$ cat config.mk
export PLATFORM = sky130hd
export DESIGN_NAME = postfix_expression_evaluator_core
export DESIGN_NICKNAME = d
export VERILOG_FILES = /design/src/rtl/pee_pkg.sv /design/src/rtl/pee_front.sv /design/src/rtl/pee_exec.sv /design/src/rtl/postfix_expression_evaluator_core.sv
export VERILOG_INCLUDE_DIRS = /design/src /design/src/rtl
export SDC_FILE = /design/constraint.sdc
export NUM_CORES = 2
export LEC_CHECK = 0
export ABC_AREA = 1
export BUFFER_PORTS_ARGS = -buffer_cell sky130_fd_sc_hd__buf_2
export CAP_MARGIN = 20
export CORE_ASPECT_RATIO = 0.8
export CORE_UTILIZATION = 60
export CTS_BUF_LIST = sky130_fd_sc_hd__clkbuf_16
export DETAILED_ROUTE_END_ITERATION = 10
export GPL_TIMING_DRIVEN = 0
export PLACE_DENSITY_LB_ADDON = 0.2
export REMOVE_ABC_BUFFERS = 1
export SYNTH_ARGS = -nofsm -noshare
export SYNTH_HDL_FRONTEND = slang
export SYNTH_HIERARCHICAL = 1
export SYNTH_SLANG_ARGS = --single-unit
$ cat constraint.sdc
create_clock -name aclk -period 12.35 [get_ports aclk]
set_input_delay 0.6175 -clock aclk [delete_from_list [all_inputs] [get_ports aclk]]
set_output_delay 0.6175 -clock aclk [all_outputs]
set_load 0.02 [all_outputs]
$ cat src/rtl/postfix_expression_evaluator_core_assert.svh
// Assertion macros for the postfix evaluator. Define NO_ASSERTIONS to drop them.
`ifndef POSTFIX_EXPRESSION_EVALUATOR_CORE_ASSERT_SVH
`define POSTFIX_EXPRESSION_EVALUATOR_CORE_ASSERT_SVH
`ifndef NO_ASSERTIONS
// Clocked check, masked while reset is asserted
`define PEE_CHECK(lbl, prop) \
    lbl: assert property (@(posedge aclk) disable iff (!aresetn) prop) \
        else $error("postfix evaluator check failed");
// Clocked check that also holds during reset
`define PEE_CHECK_ALWAYS(lbl, prop) \
    lbl: assert property (@(posedge aclk) prop) \
        else $error("postfix evaluator check failed");
`else
`define PEE_CHECK(lbl, prop)
`define PEE_CHECK_ALWAYS(lbl, prop)
`endif
`endif

$ cat src/rtl/pee_pkg.sv
`timescale 1ns / 1ps
// ----------------------------------------------------------------------------
// pee_pkg
// Shared types, constants and fixed-point helpers of the postfix evaluator.
// ----------------------------------------------------------------------------
package pee_pkg;

    localparam int STACK_DEPTH = 32;
    localparam int FRAC_BITS   = 16;
    localparam int CNT_W       = $clog2(STACK_DEPTH + 1);
    localparam int ADDR_W      = $clog2(STACK_DEPTH);
    localparam int DIV_W       = 32 + FRAC_BITS;
    localparam int DCNT_W      = $clog2(DIV_W);
    localparam int POW_CAP     = 63;

    localparam logic [7:0] CH_ZERO  = 8'h30;
    localparam logic [7:0] CH_NINE  = 8'h39;
    localparam logic [7:0] CH_SPACE = 8'h20;
    localparam logic [7:0] CH_PLUS  = 8'h2B;
    localparam logic [7:0] CH_MINUS = 8'h2D;
    localparam logic [7:0] CH_STAR  = 8'h2A;
    localparam logic [7:0] CH_SLASH = 8'h2F;
    localparam logic [7:0] CH_CARET = 8'h5E;

    localparam logic signed [31:0] FX_ONE = 32'sd1 <<< FRAC_BITS;
    localparam logic [31:0] INT_MAX_V = 32'h7FFF_FFFF;
    localparam logic [31:0] INT_MIN_V = 32'h8000_0000;

    typedef enum logic [2:0] {
        ST_OK    = 3'd0,
        ST_UNDER = 3'd1,
        ST_OVER  = 3'd2,
        ST_DIVZ  = 3'd3,
        ST_SAT   = 3'd4
    } status_t;

    typedef enum logic [2:0] {
        OP_PUSH, OP_ADD, OP_SUB, OP_MUL, OP_DIV, OP_POW, OP_DROP, OP_END
    } op_kind_t;

    // One classified command between front and back
    typedef struct packed {
        op_kind_t   kind;
        logic [3:0] digit;
    } op_t;

    typedef enum logic [3:0] {
        S_IDLE, S_POPE, S_POPB, S_LATB, S_CALC, S_MULP, S_MULF,
        S_DIV, S_DIVF, S_PUSH, S_ENDR, S_OUT
    } exec_state_t;

    typedef struct packed {
        logic [31:0] value;
        logic        sat;
    } fm_t;

    // Magnitude of a signed 32-bit word
    function automatic logic [31:0] mag32(input logic [31:0] v);
        return v[31] ? (~v + 32'd1) : v;
    endfunction

    // Rebuild a signed word from sign and magnitude, saturating
    function automatic fm_t from_mag(input logic neg, input logic [63:0] mag);
        fm_t r;
        r.sat   = 1'b0;
        r.value = mag[31:0];
        if (neg) begin
            if (mag > 64'h0000_0000_8000_0000) begin
                r.sat   = 1'b1;
                r.value = INT_MIN_V;
            end else begin
                r.value = ~mag[31:0] + 32'd1;
            end
        end else if (mag > 64'h0000_0000_7FFF_FFFF) begin
            r.sat   = 1'b1;
            r.value = INT_MAX_V;
        end
        return r;
    endfunction

endpackage

$ cat src/rtl/pee_front.sv
`timescale 1ns / 1ps
// ----------------------------------------------------------------------------
// pee_front
// Accept characters, classify them and queue commands for the back end.
// ----------------------------------------------------------------------------
`include "postfix_expression_evaluator_core_assert.svh"
module pee_front
    import pee_pkg::*;
(
    input  logic       aclk,
    input  logic       aresetn,
    input  logic       s_valid,
    output logic       s_ready,
    input  logic [7:0] s_character,
    input  logic       s_end_marker,
    output logic       op_valid,
    input  logic       op_ready,
    output op_t        op_out
);

    op_t        fifo_reg [2];
    logic       wr_ptr_reg, wr_ptr_next;
    logic       rd_ptr_reg, rd_ptr_next;
    logic [1:0] cnt_reg, cnt_next;
    op_t        op_in;
    logic       keep;
    logic       push_en, pop_en;

    // Classify the incoming transaction; spaces are dropped here
    always_comb begin
        op_in.kind  = OP_DROP;
        op_in.digit = s_character[3:0];
        keep        = 1'b1;
        if (s_end_marker) begin
            op_in.kind = OP_END;
        end else if (s_character >= CH_ZERO && s_character <= CH_NINE) begin
            op_in.kind = OP_PUSH;
        end else begin
            unique case (s_character)
                CH_SPACE: keep       = 1'b0;
                CH_PLUS:  op_in.kind = OP_ADD;
                CH_MINUS: op_in.kind = OP_SUB;
                CH_STAR:  op_in.kind = OP_MUL;
                CH_SLASH: op_in.kind = OP_DIV;
                CH_CARET: op_in.kind = OP_POW;
                default:  op_in.kind = OP_DROP;
            endcase
        end
    end

    assign s_ready  = (cnt_reg != 2'd2);
    assign op_valid = (cnt_reg != 2'd0);
    assign op_out   = fifo_reg[rd_ptr_reg];
    assign push_en  = s_valid && s_ready && keep;
    assign pop_en   = op_valid && op_ready;

    // Advance queue pointers
    always_comb begin
        wr_ptr_next = wr_ptr_reg ^ push_en;
        rd_ptr_next = rd_ptr_reg ^ pop_en;
        cnt_next    = cnt_reg + {1'b0, push_en} - {1'b0, pop_en};
    end

    always_ff @(posedge aclk) begin
        if (!aresetn) begin
            wr_ptr_reg <= 1'b0;
            rd_ptr_reg <= 1'b0;
            cnt_reg    <= 2'd0;
        end else begin
            wr_ptr_reg <= wr_ptr_next;
            rd_ptr_reg <= rd_ptr_next;
            cnt_reg    <= cnt_next;
        end
    end

    // Hold queue payload
    always_ff @(posedge aclk) begin
        if (push_en) begin
            fifo_reg[wr_ptr_reg] <= op_in;
        end
    end

    `PEE_CHECK(a_fifo_bound, cnt_reg != 2'd3)
    `PEE_CHECK(a_push_lands, push_en |=> cnt_reg != 2'd0)
    `PEE_CHECK(a_pop_has_data, pop_en |-> cnt_reg != 2'd0)

endmodule

$ cat src/rtl/pee_exec.sv
`timescale 1ns / 1ps
// ----------------------------------------------------------------------------
// pee_exec
// Operand stack and sequencer: pops, fixed-point arithmetic, pushes, results.
// ----------------------------------------------------------------------------
`include "postfix_expression_evaluator_core_assert.svh"
module pee_exec
    import pee_pkg::*;
(
    input  logic        aclk,
    input  logic        aresetn,
    input  logic        op_valid,
    output logic        op_ready,
    input  op_t         op_in,
    output logic        m_valid,
    input  logic        m_ready,
    output logic [31:0] m_value,
    output logic [2:0]  m_status
);

    logic [31:0] stack_mem [STACK_DEPTH];
    logic [31:0] rd_data_reg;

    exec_state_t        state_reg, state_next;
    op_t                op_reg, op_next;
    logic [CNT_W-1:0]   count_reg, count_next;
    status_t            sticky_reg, sticky_next;
    logic [31:0]        e_reg, e_next;
    logic [31:0]        b_reg, b_next;
    logic [31:0]        res_reg, res_next;
    logic [31:0]        ma_reg, ma_next;
    logic [31:0]        mb_reg, mb_next;
    logic               neg_reg, neg_next;
    logic [63:0]        prod_reg, prod_next;
    logic [5:0]         mcnt_reg, mcnt_next;
    logic [31:0]        rem_reg, rem_next;
    logic [DIV_W-1:0]   quo_reg, quo_next;
    logic [31:0]        den_reg, den_next;
    logic [DCNT_W-1:0]  dcnt_reg, dcnt_next;
    logic               fmem_reg, fmem_next;
    logic               m_valid_reg, m_valid_next;
    logic [31:0]        m_value_reg, m_value_next;
    status_t            m_status_reg, m_status_next;

    logic               rd_en;
    logic [ADDR_W-1:0]  rd_addr;
    logic               wr_en;
    logic               flag_en;
    status_t            flag_code;
    logic               out_free;
    logic signed [32:0] sum;
    logic [31:0]        em1;
    logic [31:0]        pow_n;
    logic [32:0]        trial;
    fm_t                fm;

    assign out_free = !m_valid_reg || m_ready;
    assign op_ready = (state_reg == S_IDLE);
    assign em1      = e_reg - 32'd1;
    assign pow_n    = em1 >> FRAC_BITS;
    assign trial    = {rem_reg, quo_reg[DIV_W-1]};

    // Sequencer: next state, datapath updates and stack accesses
    always_comb begin
        state_next    = state_reg;
        op_next       = op_reg;
        count_next    = count_reg;
        e_next        = e_reg;
        b_next        = b_reg;
        res_next      = res_reg;
        ma_next       = ma_reg;
        mb_next       = mb_reg;
        neg_next      = neg_reg;
        prod_next     = prod_reg;
        mcnt_next     = mcnt_reg;
        rem_next      = rem_reg;
        quo_next      = quo_reg;
        den_next      = den_reg;
        dcnt_next     = dcnt_reg;
        fmem_next     = fmem_reg;
        m_valid_next  = m_valid_reg && !m_ready;
        m_value_next  = m_value_reg;
        m_status_next = m_status_reg;
        rd_en         = 1'b0;
        rd_addr       = ADDR_W'(count_reg - CNT_W'(1));
        wr_en         = 1'b0;
        flag_en       = 1'b0;
        flag_code     = ST_OK;
        sum           = '0;
        fm            = '0;
        unique case (state_reg)
            S_IDLE: begin
                if (op_valid) begin
                    op_next = op_in;
                    unique case (op_in.kind)
                        OP_PUSH: begin
                            res_next   = 32'({28'd0, op_in.digit} << FRAC_BITS);
                            state_next = S_PUSH;
                        end
                        OP_END:  state_next = S_ENDR;
                        default: state_next = S_POPE;
                    endcase
                end
            end
            // Pop the top operand
            S_POPE: begin
                fmem_next = (count_reg != '0);
                if (count_reg == '0) begin
                    flag_en   = 1'b1;
                    flag_code = ST_UNDER;
                end else begin
                    rd_en      = 1'b1;
                    count_next = count_reg - CNT_W'(1);
                end
                state_next = S_POPB;
            end
            // Capture the top operand, pop the one below
            S_POPB: begin
                e_next    = fmem_reg ? rd_data_reg : 32'd0;
                fmem_next = (count_reg != '0);
                if (count_reg == '0) begin
                    flag_en   = 1'b1;
                    flag_code = ST_UNDER;
                end else begin
                    rd_en      = 1'b1;
                    count_next = count_reg - CNT_W'(1);
                end
                state_next = S_LATB;
            end
            S_LATB: begin
                b_next     = fmem_reg ? rd_data_reg : 32'd0;
                state_next = S_CALC;
            end
            // Dispatch the operator
            S_CALC: begin
                unique case (op_reg.kind)
                    OP_ADD, OP_SUB: begin
                        if (op_reg.kind == OP_ADD) begin
                            sum = {b_reg[31], b_reg} + {e_reg[31], e_reg};
                        end else begin
                            sum = {b_reg[31], b_reg} - {e_reg[31], e_reg};
                        end
                        res_next = sum[31:0];
                        if (sum[32] != sum[31]) begin
                            flag_en   = 1'b1;
                            flag_code = ST_SAT;
                            res_next  = sum[32] ? INT_MIN_V : INT_MAX_V;
                        end
                        state_next = S_PUSH;
                    end
                    OP_MUL: begin
                        ma_next    = b_reg;
                        mb_next    = e_reg;
                        mcnt_next  = 6'd1;
                        state_next = S_MULP;
                    end
                    OP_POW: begin
                        if (e_reg == 32'd0) begin
                            res_next   = FX_ONE;
                            state_next = S_PUSH;
                        end else if ($signed(e_reg) <= FX_ONE) begin
                            res_next   = b_reg;
                            state_next = S_PUSH;
                        end else begin
                            ma_next    = b_reg;
                            mb_next    = b_reg;
                            mcnt_next  = (pow_n > 32'(POW_CAP)) ? 6'(POW_CAP) : pow_n[5:0];
                            state_next = S_MULP;
                        end
                    end
                    OP_DIV: begin
                        if (e_reg == 32'd0) begin
                            flag_en    = 1'b1;
                            flag_code  = ST_DIVZ;
                            res_next   = 32'd0;
                            state_next = S_PUSH;
                        end else begin
                            rem_next   = 32'd0;
                            quo_next   = DIV_W'({mag32(b_reg), {FRAC_BITS{1'b0}}});
                            den_next   = mag32(e_reg);
                            neg_next   = b_reg[31] ^ e_reg[31];
                            dcnt_next  = DCNT_W'(DIV_W - 1);
                            state_next = S_DIV;
                        end
                    end
                    default: state_next = S_IDLE;
                endcase
            end
            // Multiply magnitudes
            S_MULP: begin
                prod_next  = 64'(mag32(ma_reg)) * 64'(mag32(mb_reg));
                neg_next   = ma_reg[31] ^ mb_reg[31];
                state_next = S_MULF;
            end
            // Scale, saturate and loop for power
            S_MULF: begin
                fm        = from_mag(neg_reg, prod_reg >> FRAC_BITS);
                flag_en   = fm.sat;
                flag_code = ST_SAT;
                ma_next   = fm.value;
                res_next  = fm.value;
                mcnt_next = mcnt_reg - 6'd1;
                state_next = (mcnt_reg == 6'd1) ? S_PUSH : S_MULP;
            end
            // Restoring division, one quotient bit per cycle
            S_DIV: begin
                if (trial >= {1'b0, den_reg}) begin
                    rem_next = 32'(trial - {1'b0, den_reg});
                    quo_next = {quo_reg[DIV_W-2:0], 1'b1};
                end else begin
                    rem_next = trial[31:0];
                    quo_next = {quo_reg[DIV_W-2:0], 1'b0};
                end
                dcnt_next = dcnt_reg - DCNT_W'(1);
                if (dcnt_reg == '0) begin
                    state_next = S_DIVF;
                end
            end
            S_DIVF: begin
                fm         = from_mag(neg_reg, 64'(quo_reg));
                flag_en    = fm.sat;
                flag_code  = ST_SAT;
                res_next   = fm.value;
                state_next = S_PUSH;
            end
            // Push the result, drop it on a full stack
            S_PUSH: begin
                if (count_reg >= CNT_W'(STACK_DEPTH)) begin
                    flag_en   = 1'b1;
                    flag_code = ST_OVER;
                end else begin
                    wr_en      = 1'b1;
                    count_next = count_reg + CNT_W'(1);
                end
                state_next = S_IDLE;
            end
            // Read the top for the result
            S_ENDR: begin
                fmem_next = (count_reg != '0);
                if (count_reg == '0) begin
                    flag_en   = 1'b1;
                    flag_code = ST_UNDER;
                end else begin
                    rd_en = 1'b1;
                end
                state_next = S_OUT;
            end
            // Emit the result and clear the expression state
            S_OUT: begin
                if (out_free) begin
                    m_valid_next  = 1'b1;
                    m_value_next  = fmem_reg ? rd_data_reg : 32'd0;
                    m_status_next = sticky_reg;
                    count_next    = '0;
                    state_next    = S_IDLE;
                end
            end
            default: state_next = S_IDLE;
        endcase
        if (state_reg == S_OUT && out_free) begin
            sticky_next = ST_OK;
        end else if (flag_en && sticky_reg == ST_OK) begin
            sticky_next = flag_code;
        end else begin
            sticky_next = sticky_reg;
        end
    end

    always_ff @(posedge aclk) begin
        if (!aresetn) begin
            state_reg   <= S_IDLE;
            count_reg   <= '0;
            sticky_reg  <= ST_OK;
            m_valid_reg <= 1'b0;
        end else begin
            state_reg   <= state_next;
            count_reg   <= count_next;
            sticky_reg  <= sticky_next;
            m_valid_reg <= m_valid_next;
        end
    end

    always_ff @(posedge aclk) begin
        op_reg       <= op_next;
        e_reg        <= e_next;
        b_reg        <= b_next;
        res_reg      <= res_next;
        ma_reg       <= ma_next;
        mb_reg       <= mb_next;
        neg_reg      <= neg_next;
        prod_reg     <= prod_next;
        mcnt_reg     <= mcnt_next;
        rem_reg      <= rem_next;
        quo_reg      <= quo_next;
        den_reg      <= den_next;
        dcnt_reg     <= dcnt_next;
        fmem_reg     <= fmem_next;
        m_value_reg  <= m_value_next;
        m_status_reg <= m_status_next;
    end

    // Operand stack memory
    always_ff @(posedge aclk) begin
        if (wr_en) begin
            stack_mem[count_reg[ADDR_W-1:0]] <= res_reg;
        end
        if (rd_en) begin
            rd_data_reg <= stack_mem[rd_addr];
        end
    end

    assign m_valid  = m_valid_reg;
    assign m_value  = m_value_reg;
    assign m_status = m_status_reg;

    `PEE_CHECK(a_count_bound, count_reg <= CNT_W'(STACK_DEPTH))
    `PEE_CHECK(a_write_in_range, wr_en |-> count_reg < CNT_W'(STACK_DEPTH))
    `PEE_CHECK(a_end_clears, (state_reg == S_OUT && out_free) |=> (count_reg == '0 && sticky_reg == ST_OK && m_valid_reg))

endmodule

$ cat src/rtl/postfix_expression_evaluator_core.sv
`timescale 1ns / 1ps
// ----------------------------------------------------------------------------
// postfix_expression_evaluator_core
// Postfix evaluator on a 32-entry Q16.16 operand stack.
//
//   channel  direction  ports
//   s_       in         s_valid s_ready s_character[7:0] s_end_marker
//   m_       out        m_valid m_ready m_value[31:0] m_status[2:0]
//
// Back-end work per transaction: a space is dropped at the front, divide runs
// one quotient bit per cycle (a zero divisor skips the loop), and power repeats
// the multiply up to 63 times.
// A two-entry command queue lets the front keep accepting, until it fills, while the back works.
// aresetn is synchronous and clears the stack count, status and queue.
// An end transaction waits in the back end while a previous result is not taken.
// ----------------------------------------------------------------------------
module postfix_expression_evaluator_core
    import pee_pkg::*;
(
    input  logic        aclk,
    input  logic        aresetn,
    input  logic        s_valid,
    output logic        s_ready,
    input  logic [7:0]  s_character,
    input  logic        s_end_marker,
    output logic        m_valid,
    input  logic        m_ready,
    output logic signed [31:0] m_value,
    output logic [2:0]  m_status
);

    logic op_valid;
    logic op_ready;
    op_t  op;
    logic [31:0] value_w;

    pee_front u_front (
        .aclk         (aclk),
        .aresetn      (aresetn),
        .s_valid      (s_valid),
        .s_ready      (s_ready),
        .s_character  (s_character),
        .s_end_marker (s_end_marker),
        .op_valid     (op_valid),
        .op_ready     (op_ready),
        .op_out       (op)
    );

    pee_exec u_exec (
        .aclk     (aclk),
        .aresetn  (aresetn),
        .op_valid (op_valid),
        .op_ready (op_ready),
        .op_in    (op),
        .m_valid  (m_valid),
        .m_ready  (m_ready),
        .m_value  (value_w),
        .m_status (m_status)
    );

    assign m_value = $signed(value_w);

endmodule

# ---- Word-level counts from Yosys, hierarchy flattened
# Memory sizes are Yosys's and may differ from the RTL's. A register that Yosys moved wholly into a read port is not among the register bits.
# Cells that the tools add are included.
dict set report op_classes {
  n_addsub 16
  multipliers 1
  n_div 0
  magnitude_cmp 10
  n_eq_ne 42
  n_shift 0
  n_mux 92
  n_bitwise 12
  n_reduce_logical 39
}
# cell n
set ops {}
lappend ops {{32-bit 2-to-1 mux} 18}
lappend ops {{32-bit case mux with 2 select lines} 4}
lappend ops {{33-bit 2-to-1 mux} 7}
lappend ops {{32-bit by 1-bit adder with 32-bit output, second input constant} 6}
lappend ops {{32-bit NOT} 6}
lappend ops {{32-bit case mux with 4 select lines} 1}
lappend ops {{48-bit by 31-bit > comparator with 1-bit output, second input constant} 2}
lappend ops {{48-bit by 32-bit > comparator with 1-bit output, second input constant} 2}
lappend ops {{48-bit 2-to-1 mux} 2}
lappend ops {{32-bit case mux with 3 select lines} 1}
lappend ops {{48-bit case mux with 2 select lines} 1}
lappend ops {{32-bit by 32-bit multiplier with 64-bit output} 1}
lappend ops {{6-bit 2-to-1 mux} 8}
lappend ops {{4-bit case mux with 11 select lines} 1}
lappend ops {{8-bit by 6-bit equality test with 1-bit output, second input constant} 5}
lappend ops {{6-bit case mux with 2 select lines} 3}
lappend ops {{32-bit by 32-bit adder with 33-bit output} 1}
lappend ops {{33-bit by 32-bit greater-or-equal comparator with 1-bit output} 1}
lappend ops {{32-bit by 32-bit subtractor with 33-bit output} 1}
lappend ops {{32-bit by 18-bit <= comparator with 1-bit output, second input constant} 1}
lappend ops {{32-bit logical NOT} 1}
lappend ops {{32-bit by 1-bit subtractor with 32-bit output, second input constant} 1}
lappend ops {{32-bit subtractor} 1}
lappend ops {{31-bit 2-to-1 mux} 1}
lappend ops {{54 further kinds} 136}
dict set report word_totals {
  reg_bits 406
  latch_bits 0
  ramBits 1038
  romBits 0
  input_bits 13
  output_inout_bits 37
  mem_count 2
}
# memory depth width read_ports rd_clocked_by_memory_dff write_ports line
set memory_table {}
lappend memory_table {u_exec.stack_mem 32 32 1 1 1 pee_exec.sv:21} ;# logic [31:0] stack_mem [STACK_DEPTH];
lappend memory_table {u_front.fifo_reg 2 7 1 1 1 pee_front.sv:21} ;# op_t fifo_reg [2];

# ---- Longest topological paths before layout
dict set report logic_depth {
  ltp_word 9
  depth_mapped 43
  ltp_nobuf 41
}

# ---- By module
# Netlist, hierarchy kept.
# mod n_inst cells_per_inst area_each_um2 seq_area_each_um2
set modules_own_cells {}
lappend modules_own_cells {pee_exec 1 10116 98954.9 43161.4}
lappend modules_own_cells {pee_front 1 97 944.7 520.5}

# ---- Least setup slack after synthesis
# No wires, ideal clock.
dict set report synth_timing {
  path_type {register to register}
  startpoint {register u_exec.ma_reg[0]}
  endpoint {register u_exec.prod_reg[57] (data pin)}
  arrival_ns 8.393
  required_ns 12.098
  slack_ns 3.705
  stages_incl_launch_ff 38
  path_buffers 3
  synth_period_minus_slack_ns 8.645
  path_cell_list {edfxtp_1 buf_6 inv_1 clkbuf_1 ha_1 inv_1 nor3_2 inv_2 nor2_1 nand2_1 o31ai_1 o21ai_0 xor2_1 clkbuf_1 nand2_1 fa_1 inv_1 fa_1 [... 2 more ...] fa_1 inv_1 fa_1 fa_1 inv_1 fa_1 inv_1 ha_1 ha_1 a21oi_1 nor2_1 nor2_1 a21boi_0 o21ai_0 a221oi_1 nand2_1 nand2_1 nand2_1}
}
dict set report synth_via {
  elab_chain_cells 4
}
# element line
set synth_lines {}
lappend synth_lines {{start: declaration} pee_exec.sv:31} ;# logic [31:0] ma_reg, ma_next;
lappend synth_lines {{start signal: assignment} pee_exec.sv:288} ;# ma_reg <= ma_next;
lappend synth_lines {{32-bit NOT} pee_pkg.sv:59} ;# return v[31] ? (~v + 32'd1) : v;
lappend synth_lines {{32-bit by 1-bit adder with 32-bit output} pee_pkg.sv:59}
lappend synth_lines {{32-bit 2-to-1 mux *} pee_pkg.sv:59}
lappend synth_lines {{32-bit by 32-bit multiplier with 64-bit output *} pee_exec.sv:191} ;# prod_next = 64'(mag32(ma_reg)) * 64'(mag32(mb_reg));
lappend synth_lines {{end signal: assignment} pee_exec.sv:291} ;# prod_reg <= prod_next;
lappend synth_lines {{end: declaration} pee_exec.sv:34} ;# logic [63:0] prod_reg, prod_next;
# Every way passes the cells marked *; elsewhere a longest branch is shown, timed or not.
# A chain may end at the register's enable or synchronous reset.

# ---- Worst setup path after layout
dict set report layout_timing {
  startpoint {register u_exec.ma_reg[0]}
  endpoint {register u_exec.prod_reg[38] (data pin)}
}
# The elaborated chain is that of the path after synthesis.

==> impl_metrics.toml <==
[sta]
fin_skew_ns = 0.0667
finalSetupViolations = 0
slew_headroom = 0.0974
timing_hold_violations_final = 0
tightest_slew_ns = 1.35
drv_slew = 0
period_needed_ns = 11.84
fmax_mhz = 84.5
rsz0062_at_grt = "no"
fin_crit_sh = 0.959

[setup_path]
worst_path_largest_cell_delay_ns = 0.78
cp-start-kind = "register"
cp_slowest_cell = "edfxtp_1"
path_class = "register to register"
cp.required_ns = 12.94
cp.arrival_ns = 12.43
worstPathMaxFanout = 20
critPathCaptureType = "register"
cp_common_cell = "inv_1"

[floorplanning]
initial_core_util = 0.606
die_h_um = 367
rows = 133
core_region_area_mm2 = 0.165
dieArea_mm2 = 0.168
die_w_um = 458
ioPinCount = 50

[final_layout]
layout-drive-gt1-share = 0.0561
final_util = 0.662
final_nets = 11300
largest_reg_flops = 1024
syn_to_final_growth_pct = 9.25
stdcell_count = 12400

[global_routing]
track_usage = 0.381
grt_overflow = 0
antenna_found_initial = 23
grt_max_degree = 165
grt_pass1_vias = 75000
grt_first_pass_wirelength_um = 474000

[power_and_ir_drop]
ir_worst_vdd_mv = 0.367
p_per_area_mw_per_mm2 = 233
p_leak_nw = 45.1
totalPowerFinal_mw = 25.4

[synthesis]
syn-cell-area_mm2 = 0.0999
synth.top_cells.by_count = "nor2_1, inv_1, nand2_1"
yosysSeqAreaShare = 0.437
synth-seq-cells = 1461
async_flop_share = 0
yosysTopAreaCellShare = 0.433
ys_types = 67
synth_most_common_cell = "nor2_1"
yosysWarnings = 6
ys.flop_type = "edfxtp_1"
synthCells = 10200
synth-edff-count = 1442
yosysTopAreaCell = "edfxtp_1"
avgSynthCellArea_um2 = 9.78
synth_area_leaders = "edfxtp_1, fa_1, nor2_1"

[drt]
firstDrtPassIters = 6
vias_per_cell = 6.21
routed_wl_um = 319000
drt_iter0_drc = 9959
drcViolationCount = 0
vias = 76800
postRouteAntennaNets = 0
wl_per_cell_um = 25.8

[clock_network]
cts_hold_buf = 0
cts_root_buffer = "clkbuf_16"
cts_htree_levels = 4
clock-sinks = 1461
clk_latency_ns = 0.82
cts_resized = 0
cts_tree = "built"
cts_buffer_depth = 3
post_cts_buffers = 0
path_clk_slew_ns = 0.06
cts_made_buffers = 141

[placement]
dp.cells = 12100
routabilityCongestion = 1.05
post-dp-hpwl_um = 235000
port_buffers = 49

[hold_path]
hold_path_class = "primary input to register"

[run_status]
status = "finished, final reports clean"

[flow_run]
maxCapViolations = 0
cells in the final DEF (no fill, tap or decap), drive strengths merged, types with 142 or more instances in the layout:
cell / instances
fa: 897
nor2: 1598
o21ai: 941
nand2: 1467
xor2: 142
a21oi: 251
nand3: 271
inv: 1639
ha: 342
buf: 187
o221ai: 191
edfxtp: 1442
stage by stage:
stage	worst slack [ns]	hold slack (ns)	cell area, µm²	TNS, ns
5_1_grt	0.0321	0.0896	109000	0
6_report	0.509	0.0971	109000	0
3_3_place_gp	-53.90	0.471	101000	-
2_1_floorplan	-15.16	0.431	98000	-4417.85
4_1_cts	0.637	0.0556	109000	0
3_5_place_dp	0.728	0.480	104000	0
layout make-up:
type,count,area (µm²)
clock inverter,117,1150
multi-input combinational,6676,48800
tap,2160,2700
clock buffer,141,3530
sequential,1461,43700
inverter,1617,6100
fill,12800,55600
antenna,8,20.0
timing repair buffer,187,3160
worst paths after layout:
path / from / endpoint / slack (ns) / cells after the start
hold reg to reg: u_front/cnt_reg[1]$_SDFF_PN0_ / u_front/cnt_reg[1]$_SDFF_PN0_ / 0.49 / 2
setup / recovery: u_exec/ma_reg[0]$_DFFE_PP_ / u_exec/prod_reg[38]$_DFFE_PP_ / 0.51 / 38
setup reg to reg: u_exec/ma_reg[0]$_DFFE_PP_ / u_exec/prod_reg[38]$_DFFE_PP_ / 0.51 / 38
hold / removal: s_character[0] / u_front/fifo_reg[1][0]$_DFFE_PP_ / 0.1 / 1
critical path, delay by kind of cell, from the launching register on:
| kind | cells | cell delay, ns |
|---|---|---|
| simple gates | 11 | 1.83 |
| flops | 1 | 0.78 |
| compound gates | 3 | 1.17 |
| buf+inv | 12 | 2.04 |
| fa+ha+maj | 10 | 4.72 |
| xor+xnor | 2 | 1.02 |
power breakdown:
| group | switching, mW | internal, mW |
|---|---|---|
| clock | 1.98 | 2.34 |
| sequential | 0.617 | 6.68 |
| combinational | 9.64 | 4.16 |
| total | 12.2 | 13.2 |
cell families (layout without fill, tap and decap cells):
kind of cell             count (synthesis)  count (layout)  synth area share
AND/OR/NAND/NOR                       3542            3542             0.143
XOR/XNOR                               195             195            0.0174
AO/OA/AOI/OAI                         1693            1693            0.0990
buffers and inverters                 2076            2062            0.0799
other                                    0               8                 0
flip-flops                            1461            1461             0.437
multiplexers                             7               7          0.000789
adder cells (fa/ha/maj)               1239            1239             0.223
metal layers:
layer | track usage | wire (µm)
met1 | 0.544 | 126000
met2 | 0.552 | 136000
met3 | 0.105 | 41200
met4 | 0.160 | 14800
met5 | 0 | 125
No activity file was read; power rests on OpenSTA's default activity.
